`config.mk`:
```
export PLATFORM = sky130hd
export DESIGN_NAME = weighted_distance_moments_top
export DESIGN_NICKNAME = d
export VERILOG_FILES = /design/src/rtl/wdm_pkg.sv /design/src/rtl/wdm_mul.sv /design/src/rtl/wdm_div.sv /design/src/rtl/wdm_sqrt.sv /design/src/rtl/weighted_distance_moments_top.sv
export SDC_FILE = /design/constraint.sdc
export NUM_CORES = 2
export LEC_CHECK = 0
export BUFFER_PORTS_ARGS = -buffer_cell sky130_fd_sc_hd__clkbuf_2
export CAP_MARGIN = 30
export CORE_MARGIN = 2
export CORE_UTILIZATION = 50
export DETAILED_ROUTE_END_ITERATION = 8
export PLACE_DENSITY = 0.73
export SETUP_SLACK_MARGIN = 0.2
export SYNTH_ARGS = -nofsm -noshare
export SYNTH_HDL_FRONTEND = slang
export SYNTH_HIERARCHICAL = 1
export SYNTH_SLANG_ARGS = --single-unit
```
`constraint.sdc`:
```
create_clock -name clk -period 12 [get_ports clk]
set_clock_uncertainty 0.05 [all_clocks]
set_input_delay 0 -clock clk [delete_from_list [all_inputs] [get_ports clk]]
set_output_delay 0 -clock clk [all_outputs]
set_load 0.01 [all_outputs]
```
`src/rtl/wdm_pkg.sv`:
```
// ---------------------------------------------------------------------------
// wdm_pkg
// Shared widths, limits and sequencer states for the weighted distance
// moments block (weighted mean and standard deviation of hit distances).
// ---------------------------------------------------------------------------
package wdm_pkg;

  // field widths
  localparam int DIST_W   = 24;
  localparam int WEIGHT_W = 17;

  // accumulator widths
  localparam int WT_W  = 25;
  localparam int ACC_W = 48;
  localparam int WD_W  = 40;

  // shared multiplier
  localparam int MUL_W  = 24;
  localparam int PROD_W = 2 * MUL_W;
  localparam int HALF_W = WD_W / 2;
  localparam int PART_W = HALF_W + DIST_W;

  // shared divider
  localparam int DIV_NUM_W = 57;
  localparam int DIV_DEN_W = WT_W;
  localparam int DIV_CNT_W = 6;

  // square root unit
  localparam int SQ_RAD_W  = 58;
  localparam int SQ_ITER   = SQ_RAD_W / 2;
  localparam int SQ_ROOT_W = SQ_ITER;
  localparam int SQ_RES_W  = SQ_ROOT_W + 1;
  localparam int SQ_REM_W  = 32;
  localparam int SQ_CNT_W  = 5;

  // limits
  localparam logic [DIST_W-1:0]   DIST_MAX   = 24'd16769024;
  localparam logic [WEIGHT_W-1:0] WEIGHT_ONE = 17'd65536;

  // sequencer states
  typedef enum logic [3:0] {
    S_IDLE,
    S_WD,
    S_LO,
    S_HI,
    S_RND,
    S_ACC,
    S_CHK,
    S_DIVM,
    S_DIVS,
    S_SQ,
    S_SQRT,
    S_DONE
  } state_t;

endpackage

```
`src/rtl/wdm_mul.sv`:
```
// ---------------------------------------------------------------------------
// wdm_mul
// Shared unsigned 24x24 multiplier with a registered product, used for the
// sample products and for squaring the mean.
// ---------------------------------------------------------------------------
module wdm_mul (
  input  logic                         clk,
  input  logic [wdm_pkg::MUL_W-1:0]    a,
  input  logic [wdm_pkg::MUL_W-1:0]    b,
  output logic [wdm_pkg::PROD_W-1:0]   p
);
  import wdm_pkg::*;

  logic [PROD_W-1:0] p_r;

  // one product per cycle
  always_ff @(posedge clk) begin
    p_r <= PROD_W'(a) * PROD_W'(b);
  end

  assign p = p_r;

endmodule

```
`src/rtl/wdm_div.sv`:
```
// ---------------------------------------------------------------------------
// wdm_div
// Restoring divider, one quotient bit per cycle. Shared by the mean and the
// mean-square divisions.
// ---------------------------------------------------------------------------
module wdm_div (
  input  logic                           clk,
  input  logic                           rst_n,
  input  logic                           start,
  input  logic [wdm_pkg::DIV_NUM_W-1:0]  num,
  input  logic [wdm_pkg::DIV_DEN_W-1:0]  den,
  output logic                           done,
  output logic [wdm_pkg::DIV_NUM_W-1:0]  quot
);
  import wdm_pkg::*;

  logic                 busy_r, busy_nxt;
  logic                 done_r, done_nxt;
  logic [DIV_CNT_W-1:0] cnt_r, cnt_nxt;
  logic [DIV_NUM_W-1:0] num_r, num_nxt;
  logic [DIV_DEN_W-1:0] den_r, den_nxt;
  logic [DIV_DEN_W-1:0] rem_r, rem_nxt;
  logic [DIV_DEN_W:0]   shifted;
  logic [DIV_DEN_W:0]   diff;
  logic                 fits;

  // one trial subtraction
  assign shifted = {rem_r, num_r[DIV_NUM_W-1]};
  assign diff    = shifted - {1'b0, den_r};
  assign fits    = shifted >= {1'b0, den_r};

  // step control, quotient bits shift into the numerator register
  always_comb begin
    busy_nxt = busy_r;
    done_nxt = 1'b0;
    cnt_nxt  = cnt_r;
    num_nxt  = num_r;
    den_nxt  = den_r;
    rem_nxt  = rem_r;
    if (start) begin
      busy_nxt = 1'b1;
      cnt_nxt  = '0;
      num_nxt  = num;
      den_nxt  = den;
      rem_nxt  = '0;
    end else if (busy_r) begin
      num_nxt = {num_r[DIV_NUM_W-2:0], fits};
      rem_nxt = fits ? diff[DIV_DEN_W-1:0] : shifted[DIV_DEN_W-1:0];
      cnt_nxt = cnt_r + 1'b1;
      if (cnt_r == DIV_CNT_W'(DIV_NUM_W - 1)) begin
        busy_nxt = 1'b0;
        done_nxt = 1'b1;
      end
    end
  end

  always_ff @(posedge clk) begin
    if (!rst_n) begin
      busy_r <= 1'b0;
      done_r <= 1'b0;
      cnt_r  <= '0;
    end else begin
      busy_r <= busy_nxt;
      done_r <= done_nxt;
      cnt_r  <= cnt_nxt;
    end
  end

  always_ff @(posedge clk) begin
    num_r <= num_nxt;
    den_r <= den_nxt;
    rem_r <= rem_nxt;
  end

  assign done = done_r;
  assign quot = num_r;

endmodule

```
`src/rtl/wdm_sqrt.sv`:
```
// ---------------------------------------------------------------------------
// wdm_sqrt
// Digit-by-digit integer square root, one root bit per cycle, followed by a
// round-to-nearest step.
// ---------------------------------------------------------------------------
module wdm_sqrt (
  input  logic                          clk,
  input  logic                          rst_n,
  input  logic                          start,
  input  logic [wdm_pkg::SQ_RAD_W-1:0]  radicand,
  output logic                          done,
  output logic [wdm_pkg::SQ_RES_W-1:0]  root
);
  import wdm_pkg::*;

  logic                 busy_r, busy_nxt;
  logic                 done_r, done_nxt;
  logic [SQ_CNT_W-1:0]  cnt_r, cnt_nxt;
  logic [SQ_RAD_W-1:0]  rad_r, rad_nxt;
  logic [SQ_REM_W-1:0]  rem_r, rem_nxt;
  logic [SQ_ROOT_W-1:0] root_r, root_nxt;
  logic [SQ_RES_W-1:0]  res_r, res_nxt;
  logic [SQ_REM_W+1:0]  shifted;
  logic [SQ_REM_W+1:0]  trial;
  logic                 fits;

  // bring down two radicand bits, try root*4+1
  assign shifted = {rem_r, rad_r[SQ_RAD_W-1 -: 2]};
  assign trial   = (SQ_REM_W+2)'({root_r, 2'b01});
  assign fits    = shifted >= trial;

  always_comb begin
    busy_nxt = busy_r;
    done_nxt = 1'b0;
    cnt_nxt  = cnt_r;
    rad_nxt  = rad_r;
    rem_nxt  = rem_r;
    root_nxt = root_r;
    res_nxt  = res_r;
    if (start) begin
      busy_nxt = 1'b1;
      cnt_nxt  = '0;
      rad_nxt  = radicand;
      rem_nxt  = '0;
      root_nxt = '0;
    end else if (busy_r) begin
      if (cnt_r == SQ_CNT_W'(SQ_ITER)) begin
        // round to nearest: remainder above root means past the midpoint
        res_nxt  = ((SQ_REM_W+1)'(rem_r) > (SQ_REM_W+1)'(root_r)) ?
                   SQ_RES_W'(root_r) + 1'b1 : SQ_RES_W'(root_r);
        busy_nxt = 1'b0;
        done_nxt = 1'b1;
      end else begin
        rad_nxt  = {rad_r[SQ_RAD_W-3:0], 2'b00};
        rem_nxt  = fits ? SQ_REM_W'(shifted - trial) : SQ_REM_W'(shifted);
        root_nxt = {root_r[SQ_ROOT_W-2:0], fits};
        cnt_nxt  = cnt_r + 1'b1;
      end
    end
  end

  always_ff @(posedge clk) begin
    if (!rst_n) begin
      busy_r <= 1'b0;
      done_r <= 1'b0;
      cnt_r  <= '0;
    end else begin
      busy_r <= busy_nxt;
      done_r <= done_nxt;
      cnt_r  <= cnt_nxt;
    end
  end

  always_ff @(posedge clk) begin
    rad_r  <= rad_nxt;
    rem_r  <= rem_nxt;
    root_r <= root_nxt;
    res_r  <= res_nxt;
  end

  assign done = done_r;
  assign root = res_r;

endmodule

```
`src/rtl/weighted_distance_moments_top.sv`:
```
// ---------------------------------------------------------------------------
// weighted_distance_moments_top
// Weighted mean and standard deviation of hit distances over one texel run.
//
//   channel  direction  handshake             payload
//   in_      input      in_valid / in_stall    distance, missed, weight, last
//   out_     output     out_valid / out_stall  mean_distance, deviation,
//                                              no_weight
//
// Between accepts a sample steps through S_WD, S_LO, S_HI, S_RND and S_ACC:
// three passes through the shared 24x24 multiplier, a rounding add and the
// saturating sums. A last sample with nonzero summed weight adds two 57-step
// divisions in the divider, a squaring in the multiplier and a square root.
// Reset clears the sums, the sequencer and the output valid.
// A finished result waits in the output register; a new run is accepted
// meanwhile, and only the next result waits for out_stall to drop.
// ---------------------------------------------------------------------------
module weighted_distance_moments_top (
  input  logic                           clk,
  input  logic                           rst_n,
  input  logic                           in_valid,
  output logic                           in_stall,
  input  logic [wdm_pkg::DIST_W-1:0]     in_distance,
  input  logic                           in_missed,
  input  logic [wdm_pkg::WEIGHT_W-1:0]   in_weight,
  input  logic                           in_last,
  output logic                           out_valid,
  input  logic                           out_stall,
  output logic [wdm_pkg::DIST_W-1:0]     out_mean_distance,
  output logic [wdm_pkg::DIST_W-1:0]     out_deviation,
  output logic                           out_no_weight
);
  import wdm_pkg::*;

  state_t state_r, state_nxt;

  // sample registers
  logic [DIST_W-1:0]   d_r, d_nxt;
  logic [WEIGHT_W-1:0] w_r, w_nxt;
  logic                missed_r, missed_nxt;
  logic                last_r, last_nxt;
  logic [WD_W-1:0]     wd_r, wd_nxt;
  logic [PART_W-1:0]   lo_r, lo_nxt;
  logic [WD_W-1:0]     wdd_r, wdd_nxt;

  // running sums
  logic [WT_W-1:0]  wt_r, wt_nxt;
  logic [ACC_W-1:0] dt_r, dt_nxt;
  logic [ACC_W-1:0] st_r, st_nxt;

  // result path
  logic [DIST_W-1:0]    mean_r, mean_nxt;
  logic [DIV_NUM_W-1:0] msq_r, msq_nxt;
  logic [DIST_W-1:0]    dev_r, dev_nxt;
  logic                 empty_r, empty_nxt;

  // output register
  logic              out_valid_r, out_valid_nxt;
  logic [DIST_W-1:0] out_mean_r, out_mean_nxt;
  logic [DIST_W-1:0] out_dev_r, out_dev_nxt;
  logic              out_empty_r, out_empty_nxt;

  // shared units
  logic [MUL_W-1:0]     mul_a, mul_b;
  logic [PROD_W-1:0]    mul_p;
  logic                 div_start, div_done;
  logic [DIV_NUM_W-1:0] div_num, div_quot;
  logic                 sq_start, sq_done;
  logic [SQ_RAD_W-1:0]  sq_rad;
  logic [SQ_RES_W-1:0]  sq_root;

  // datapath helpers
  logic                 in_take;
  logic                 out_load;
  logic [WD_W+DIST_W:0] sq_sum;
  logic [WT_W:0]        wt_sum;
  logic [ACC_W:0]       dt_sum;
  logic [ACC_W:0]       st_sum;
  logic [DIV_NUM_W-1:0] half_wt;
  logic [DIV_NUM_W-1:0] mean_sq;
  logic [DIV_NUM_W-1:0] variance;

  wdm_mul u_mul (
    .clk (clk),
    .a   (mul_a),
    .b   (mul_b),
    .p   (mul_p)
  );

  wdm_div u_div (
    .clk   (clk),
    .rst_n (rst_n),
    .start (div_start),
    .num   (div_num),
    .den   (wt_r),
    .done  (div_done),
    .quot  (div_quot)
  );

  wdm_sqrt u_sqrt (
    .clk      (clk),
    .rst_n    (rst_n),
    .start    (sq_start),
    .radicand (sq_rad),
    .done     (sq_done),
    .root     (sq_root)
  );

  assign in_take  = in_valid && (state_r == S_IDLE);
  assign out_load = !out_valid_r || !out_stall;

  // w*d*d rounded to 8 fraction bits: hi and lo partial products recombined
  assign sq_sum = (WD_W+DIST_W+1)'({mul_p[PART_W-1:0], {HALF_W{1'b0}}})
                + (WD_W+DIST_W+1)'(lo_r)
                + ((WD_W+DIST_W+1)'(1) << (DIST_W - 1));

  // saturating sums, each limit is all ones
  assign wt_sum = {1'b0, wt_r} + (WT_W+1)'(w_r);
  assign dt_sum = {1'b0, dt_r} + (ACC_W+1)'(wd_r);
  assign st_sum = {1'b0, st_r} + (ACC_W+1)'(wdd_r);

  // division and variance operands
  assign half_wt  = DIV_NUM_W'(wt_r[WT_W-1:1]);
  assign mean_sq  = DIV_NUM_W'(mul_p);
  assign variance = (msq_r > mean_sq) ? msq_r - mean_sq : '0;
  assign sq_rad   = SQ_RAD_W'(variance);

  // sequencer, operand selection and register updates
  always_comb begin
    state_nxt     = state_r;
    d_nxt         = d_r;
    w_nxt         = w_r;
    missed_nxt    = missed_r;
    last_nxt      = last_r;
    wd_nxt        = wd_r;
    lo_nxt        = lo_r;
    wdd_nxt       = wdd_r;
    wt_nxt        = wt_r;
    dt_nxt        = dt_r;
    st_nxt        = st_r;
    mean_nxt      = mean_r;
    msq_nxt       = msq_r;
    dev_nxt       = dev_r;
    empty_nxt     = empty_r;
    out_valid_nxt = out_valid_r && out_stall;
    out_mean_nxt  = out_mean_r;
    out_dev_nxt   = out_dev_r;
    out_empty_nxt = out_empty_r;
    mul_a         = mean_r;
    mul_b         = mean_r;
    div_start     = 1'b0;
    div_num       = (DIV_NUM_W'(dt_r)) + half_wt;
    sq_start      = 1'b0;

    unique case (state_r)
      S_IDLE: begin
        if (in_take) begin
          d_nxt      = (in_distance > DIST_MAX) ? DIST_MAX : in_distance;
          w_nxt      = (in_weight > WEIGHT_ONE) ? WEIGHT_ONE : in_weight;
          missed_nxt = in_missed;
          last_nxt   = in_last;
          state_nxt  = S_WD;
        end
      end
      S_WD: begin
        mul_a     = MUL_W'(w_r);
        mul_b     = d_r;
        state_nxt = S_LO;
      end
      S_LO: begin
        wd_nxt    = mul_p[WD_W-1:0];
        mul_a     = MUL_W'(mul_p[HALF_W-1:0]);
        mul_b     = d_r;
        state_nxt = S_HI;
      end
      S_HI: begin
        lo_nxt    = mul_p[PART_W-1:0];
        mul_a     = MUL_W'(wd_r[WD_W-1:HALF_W]);
        mul_b     = d_r;
        state_nxt = S_RND;
      end
      S_RND: begin
        wdd_nxt   = sq_sum[WD_W+DIST_W-1:DIST_W];
        state_nxt = S_ACC;
      end
      S_ACC: begin
        if (!missed_r) begin
          wt_nxt = wt_sum[WT_W] ? '1 : wt_sum[WT_W-1:0];
          dt_nxt = dt_sum[ACC_W] ? '1 : dt_sum[ACC_W-1:0];
          st_nxt = st_sum[ACC_W] ? '1 : st_sum[ACC_W-1:0];
        end
        state_nxt = last_r ? S_CHK : S_IDLE;
      end
      S_CHK: begin
        if (wt_r == '0) begin
          // empty run: far distance, no spread
          mean_nxt  = DIST_MAX;
          dev_nxt   = '0;
          empty_nxt = 1'b1;
          state_nxt = S_DONE;
        end else begin
          empty_nxt = 1'b0;
          div_start = 1'b1;
          state_nxt = S_DIVM;
        end
      end
      S_DIVM: begin
        if (div_done) begin
          mean_nxt  = (div_quot > DIV_NUM_W'(DIST_MAX)) ?
                      DIST_MAX : div_quot[DIST_W-1:0];
          div_num   = {st_r, 8'h00} + half_wt;
          div_start = 1'b1;
          state_nxt = S_DIVS;
        end
      end
      S_DIVS: begin
        // multiplier squares the mean while the divider runs
        if (div_done) begin
          msq_nxt   = div_quot;
          state_nxt = S_SQ;
        end
      end
      S_SQ: begin
        sq_start  = 1'b1;
        state_nxt = S_SQRT;
      end
      S_SQRT: begin
        if (sq_done) begin
          dev_nxt   = (sq_root > SQ_RES_W'(DIST_MAX)) ?
                      DIST_MAX : sq_root[DIST_W-1:0];
          state_nxt = S_DONE;
        end
      end
      S_DONE: begin
        if (out_load) begin
          out_valid_nxt = 1'b1;
          out_mean_nxt  = mean_r;
          out_dev_nxt   = dev_r;
          out_empty_nxt = empty_r;
          wt_nxt        = '0;
          dt_nxt        = '0;
          st_nxt        = '0;
          state_nxt     = S_IDLE;
        end
      end
      default: begin
        state_nxt = S_IDLE;
      end
    endcase
  end

  // control state and sums
  always_ff @(posedge clk) begin
    if (!rst_n) begin
      state_r     <= S_IDLE;
      out_valid_r <= 1'b0;
      wt_r        <= '0;
      dt_r        <= '0;
      st_r        <= '0;
    end else begin
      state_r     <= state_nxt;
      out_valid_r <= out_valid_nxt;
      wt_r        <= wt_nxt;
      dt_r        <= dt_nxt;
      st_r        <= st_nxt;
    end
  end

  // payload registers
  always_ff @(posedge clk) begin
    d_r         <= d_nxt;
    w_r         <= w_nxt;
    missed_r    <= missed_nxt;
    last_r      <= last_nxt;
    wd_r        <= wd_nxt;
    lo_r        <= lo_nxt;
    wdd_r       <= wdd_nxt;
    mean_r      <= mean_nxt;
    msq_r       <= msq_nxt;
    dev_r       <= dev_nxt;
    empty_r     <= empty_nxt;
    out_mean_r  <= out_mean_nxt;
    out_dev_r   <= out_dev_nxt;
    out_empty_r <= out_empty_nxt;
  end

  assign in_stall          = (state_r != S_IDLE);
  assign out_valid         = out_valid_r;
  assign out_mean_distance = out_mean_r;
  assign out_deviation     = out_dev_r;
  assign out_no_weight     = out_empty_r;

  // an empty run always reports the far distance and no spread
  a_empty_result: assert property (@(posedge clk) disable iff (!rst_n)
    out_valid && out_no_weight |-> out_mean_distance == DIST_MAX && out_deviation == '0)
    else $error("empty run result is not far distance with zero deviation");

  // results stay within the saturation limit
  a_result_range: assert property (@(posedge clk) disable iff (!rst_n)
    out_valid |-> out_mean_distance <= DIST_MAX && out_deviation <= DIST_MAX)
    else $error("result above saturation limit");

  // sums are cleared once a result has been handed to the output register
  a_sums_cleared: assert property (@(posedge clk) disable iff (!rst_n)
    state_r == S_DONE && out_load |=> wt_r == '0 && dt_r == '0 && st_r == '0)
    else $error("sums not cleared after result");

  // the square root only starts when the divider has finished
  a_sqrt_after_div: assert property (@(posedge clk) disable iff (!rst_n)
    sq_start |-> $past(state_r) == S_DIVS && $past(div_done))
    else $error("square root started before mean square was ready");

endmodule
```
Word-level counts from Yosys, hierarchy flattened
Cells that the tools add are included.
{"block": "word_totals", "inputBits": 47, "wordCells": 166, "reg_bits": 767, "output_inout_bits": 51}
{"block": "op_classes", "order_cmp": 8, "bitwise": 5, "muxes": 55, "addsub": 13, "n_eq_ne": 21, "n_reduce_logical": 28, "mul": 1}
{"cell": "two-way mux 57 bit", "n": 8}
{"cell": "two-way mux 48 bit", "n": 5}
{"cell": "case mux 48 bit (2 select lines)", "n": 2}
{"cell": "two-way mux 24 bit", "n": 7}
{"cell": "two-way mux 25 bit", "n": 4}
{"cell": "adder 48 x 40 -> 49 bit", "n": 2}
{"cell": "case mux 24 bit (2 select lines)", "n": 2}
{"cell": "case mux 24 bit (3 select lines)", "n": 1}
{"cell": "adder 64 x 24 -> 64 bit, second input constant", "n": 1}
{"cell": "adder 64 x 44 -> 64 bit", "n": 1}
{"cell": "adder 56 x 24 -> 57 bit", "n": 1}
{"cell": "> comparator 57 x 24 -> 1 bit, second input constant", "n": 1}
{"cell": "> comparator 57 x 48 -> 1 bit", "n": 1}
{"cell": "subtractor 57 x 48 -> 57 bit", "n": 1}
{"cell": "case mux 25 bit (2 select lines)", "n": 1}
{"cell": "adder 48 x 24 -> 49 bit", "n": 1}
{"cell": "multiplier 24 x 24 -> 48 bit", "n": 1}
{"cell": "case mux 4 bit (12 select lines)", "n": 1}
{"cell": "greater-or-equal comparator 34 x 31 -> 1 bit", "n": 1}
{"cell": "> comparator 32 x 29 -> 1 bit", "n": 1}
{"cell": "two-way mux 32 bit", "n": 1}
{"cell": "subtractor 32 x 31 -> 32 bit", "n": 1}
{"cell": "adder 29 x 1 -> 30 bit, second input constant", "n": 1}
{"cell": "> comparator 30 x 24 -> 1 bit, second input constant", "n": 1}
{"cell": "33 further kinds", "n": 84}

Logic depth before layout (Yosys ltp)
{"block": "depth", "ltp_word": 4, "depth_mapped": 33, "depth_no_buf": 29}

Cells and area by module
The synthesis kept the hierarchy.
{"mod": "weighted_distance_moments_top", "cells_per_inst": 3202, "seq_area_each_um2": 11591.1, "n_inst": 1, "area_per_inst_um2": 29084.1}
{"mod": "wdm_mul", "cells_per_inst": 2226, "seq_area_each_um2": 960.9, "n_inst": 1, "area_per_inst_um2": 20021.7}
{"mod": "wdm_sqrt", "cells_per_inst": 749, "seq_area_each_um2": 4003.8, "n_inst": 1, "area_per_inst_um2": 8162.8}
{"mod": "wdm_div", "cells_per_inst": 509, "seq_area_each_um2": 3123.0, "n_inst": 1, "area_per_inst_um2": 5945.7}

Least setup slack after synthesis
No wires, ideal clock.
{"block": "synth_timing", "path_type": "register to register", "start": "register state_r[3]", "end": "register u_mul.p_r[45] (netlist: u_mul/p[45])", "t_required_ns": 11.828, "arrival_time_ns": 8.985, "path_buffers": 5, "synth_period_minus_slack_ns": 9.157, "stages_incl_launch_ff": 32, "setup_slack_ns": 2.843, "setup_time_ns": 0.122, "cell_sequence": "dfxtp_1 > clkbuf_1 > clkbuf_1 > nor4b_1 > clkbuf_1 > a22oi_1 > nand3_1 > clkbuf_1 > nand2_1 > fa_1 > inv_1 > fa_1 > inv_1 > fa_1 > inv_1 > fa_1 > fa_1 > fa_1 > inv_1 > fa_1 > inv_1 > ha_1 > clkbuf_1 > a21o_1 > o21bai_1 > a41o_1 > a21oi_1 > nor2b_1 > o21ai_1 > a41oi_1 > o41a_1 > xor2_1"}
{"block": "synth_via", "elab_cells_between_ends": 7, "classes_between": "mul: 1; eq/ne: 3; mux: 2; reduce/logical: 1"}
{"item": "start: declaration", "line": "weighted_distance_moments_top.sv:35", "source": "state_t state_r, state_nxt;"}
{"item": "start signal: assignment", "line": "weighted_distance_moments_top.sv:261", "source": "state_r <= state_nxt;"}
{"item": "equality test 4 x 2 -> 1 bit / equality test 4 x 1 -> 1 bit (equally long branches)", "line": "weighted_distance_moments_top.sv:155", "source": "unique case (state_r)"}
{"item": "case mux 24 bit (3 select lines) *", "line": "weighted_distance_moments_top.sv:155"}
{"item": "named net mul_a[14]", "line": "weighted_distance_moments_top.sv:64", "source": "logic [MUL_W-1:0] mul_a, mul_b;"}
{"item": "multiplier 24 x 24 -> 48 bit *", "line": "wdm_mul.sv:18", "source": "p_r <= PROD_W'(a) * PROD_W'(b);"}
{"item": "end signal: assignment", "line": "wdm_mul.sv:18"}
{"item": "end: declaration", "line": "wdm_mul.sv:14", "source": "logic [PROD_W-1:0] p_r;"}
The timed path passes the listed nets; every way through them passes the cells marked *.
A chain may end at the register's enable or synchronous reset.

Final worst setup path
{"block": "layout_timing", "start": "register state_r[3]", "end": "register u_mul.p_r[47] (netlist: u_mul/p[47])"}
The elaborated chain is that of the path after synthesis.

==> results.md <==
- Sw Share: 0.408
- Core area: between 0.1 and 0.15 mm²
- Top delay family on crit path: adder cells
- Fin Setup TNS: 0 ns
- Worst hold slack: 0.0941 ns
- Vias in the first global route: 49700
- Clock tree buffer depth: 3
- Pwr dens: 147 mW/mm²
- Largest net degree at the start of global routing: 70
- Final WL: 193 mm
- Status: finished clean
- Final setup violation count: 0
- Layout cells sized above 1: 0.0815
- Top routing layer in use: met5
- CTS tree: built
- Worst setup path startpoint: state_r[3]
- Worst-Margin Slew: 1.01 ns
- Port Buf Inserts: 97
- Total Nets Final: 7717
- Share of the synthesized area in the top cell type: 0.224
- Leakage: 0.0301 µW
- Worst path depth: 29
- Post-detail-place hpwl: around 150 mm
- Vias after detailed routing: 50700
- Cell accounting for the most synthesized area: edfxtp_1
- Initial Util: 0.503
- Register share of total power: 0.323
- HP Class: in -> reg
- Flop2flop setup slack: 2.66 ns
- DR vias/cell: 6.01
- Reg2reg path depth: 29
- Fmax: between 100 and 150 MHz
- # hold bufs at CTS: 59
- Residual DRC: 0
- CP arrival: approximately 10 ns
- Global-route wire length before repair: 298 mm
- Reg clk slew, reported paths: ~0.060 ns
- Yosys warning count: 6
- Slowest Stage Delay on Critical Path: 0.74 ns
- Syn Std Cell Area: approximately 0.063 mm²
- Iter 0 DRT Violations: between 5000 and 6000
- CTS Buf Count: 80
- Mapped Cells: about 6700
- Die H: 360 µm
- Primary FF master, synth: edfxtp_1
- Drt pass-1 iters: 6
- Clock sink total: 747
- CTS resizes: 0
- Slew margin rel.: 0.320
- CP Launch Type: flop
- P_int: 5990 µW
- Initial antenna violation count: 11
- Setup CP Type: reg -> reg
- Sw Pwr: 4130 µW
- Layout Area Growth over Synthesis: 8.83%
- Final Max Tran Viols: 0
- Global-route usage over all layers: 0.297
- Number of flops mapped to enable cells by yosys: between 400 and 500
- Unique masters post-synth: around 130
- Tmin final: 9.34 ns
- Crit Path Max Fanout: 34
- # rows: 130
- Part of the power in combinational logic: 0.415
- Total congestion overflow: 0
- MaxCap Viol Count: 0
- Clock share of power: 0.262
- Slowest-stage cell, CP: dfxtp_1
- Async SR Flop Fraction: 0
- Wire length on met3: 20.0 mm
- FF+latch count, synth: 747
- Setup crit end: u_mul/p[47]
- Layout Utilization: 0.548
- Most frequent cells in the layout: nand2_1 (781), inv_1 (739), fa_1 (489)
- Fin crit share: 0.778
- R2r endpoint: u_mul/p[47]
- Antenna-violating nets left: 0
- Avg Inst Size Synth: 9.45 µm²
- Root buffer cell: clkbuf_16
- VDD IR-drop max: 0.139 mV
- Placed Cells: slightly above 8000
- Met2 WL: 83.7 mm
- Final non-filler cell total: around 8400
- Die X-Extent: 360 µm
- R2R Path Start: state_r[3]
- Cell mode on critical path: fa_1
- I/O Pins: 98
- Net Count, Synth: 7689
- Ranking of synthesized cells by area: edfxtp_1 (22%), fa_1 (15%), ha_1 (9.2%)
- CP endpoint kind: flop
- Seq/Total Area, Yosys: 0.311
- Routability Congestion: 0.969
- CP Buf/Inv Count: 9
- M1 WL: roughly 80 mm
- Worst Path Required: 12.51 ns
- RSZ-0062 raised after global routing: false
- Max H-tree Level: 3
- Clk Latency, worst-skew pair: 0.69 ns
- Most common cell after layout, fill and taps aside: nand2_1
- Hold Fails Final Rpt: 0
- Post-CTS Setup Repair Bufs: 0
- WL per Instance: between 20 and 25 µm
- Die area: ~0.13 mm²
kinds of logic after synthesis:
| group | synth area share |
|---|---|
| mux | 0.0246 |
| flops | 0.311 |
| buf+inv | 0.0640 |
| compound gates | 0.135 |
| simple gates | 0.169 |
| other cells | 0.0000593 |
| xor+xnor | 0.0494 |
| fa+ha+maj | 0.247 |
sequential cells by signal, indices dropped and copies added, names as in the netlist, 24 cells and up:
name,cells
u_sqrt/rad_r,58
out_deviation,24
u_sqrt/root,30
out_mean_distance,24
u_div/quot,57
st_r,48
wdd_r,40
dt_r,48
dev_r,24
mean_r,24
d_r,24
u_div/den_r,25
u_mul/p,48
u_sqrt/rem_r,32
wd_r,40
lo_r,24
msq_r,57
u_sqrt/root_r,29
wt_r,25
u_div/rem_r,25
cell usage after synthesis (20+ instances only):
master / number
xor2_1: 127
o21a_1: 46
a21oi_1: 336
dfxtp_1: 275
xnor2_1: 228
mux2_2: 114
clkbuf_1: 258
nand4_1: 100
o21ai_1: 84
nand3_1: 109
fa_1: 489
a211o_1: 20
nor2_1: 341
inv_1: 740
a21boi_0: 24
a31oi_1: 50
a211oi_1: 47
or3_1: 33
a21o_1: 157
o22ai_1: 35
nor4_1: 47
and2_1: 368
mux2i_1: 27
nand2b_1: 50
edfxtp_1: 472
nand2_1: 783
o21ai_0: 220
o21bai_1: 33
and3_1: 44
a22oi_1: 25
nor3_1: 101
nor2b_1: 71
ha_1: 467
power groups by stage:
stage | combinational [µW] | clock, µW | sequential [µW]
floorplan | 2980 | 0 | 3090
global placement | 4030 | 0 | 3310
detailed placement | 4090 | 0 | 3310
CTS | 4140 | 2680 | 3250
global route | 4690 | 2770 | 3260
finish | 4200 | 2650 | 3270
how the worst min path moves through the flow:
stage | start | endpoint | slack (ns) | cells after the start
3_5_place_dp | in_distance[23] | d_r[23] | 0.15 | 1
2_1_floorplan | in_last | last_r | 0.05 | 0
3_3_place_gp | in_distance[21] | d_r[21] | 0.15 | 1
5_1_grt | in_valid | state_r[0] | 0.06 | 7
4_1_cts | in_valid | state_r[0] | 0.04 | 7
6_report | in_valid | state_r[0] | 0.09 | 7
metrics by stage:
stage               area, µm²  power [µW]  setup WS, ns
detailed placement      65400        7400          2.76
global route            68800       10700          2.37
floorplan               63200        6070          2.84
finish                  68800       10100          2.66
global placement        65200        7340          2.78
CTS                     68700       10100          2.72
tightest hold or removal path: stages:
cell and delay (ns):
clkbuf_2 0.14, mux2i_1 0.17, nand3b_1 0.12, o21ai_0 0.08, nor2_1 0.07, a21oi_1 0.13
nor2b_1 0.05
area by class of cell:
class	count	area (µm²)
Antenna cell	4	10.0
Clock buffer	102	2180
Clock inverter	48	582
Fill cell	11000	56800
Inverter	742	2790
Multi-Input combinational cell	4898	39600
Sequential cell	747	19700
Tap cell	1650	2060
Timing Repair Buffer	245	1910
routing by layer:
layer | up-vias | global-route usage
li1 | 22900 | -
met1 | 24900 | 0.414
met2 | 2429 | 0.452
met3 | 431 | 0.0653
met4 | 8 | 0.116
met5 | - | 0
Power figures use the tool's default switching activity.
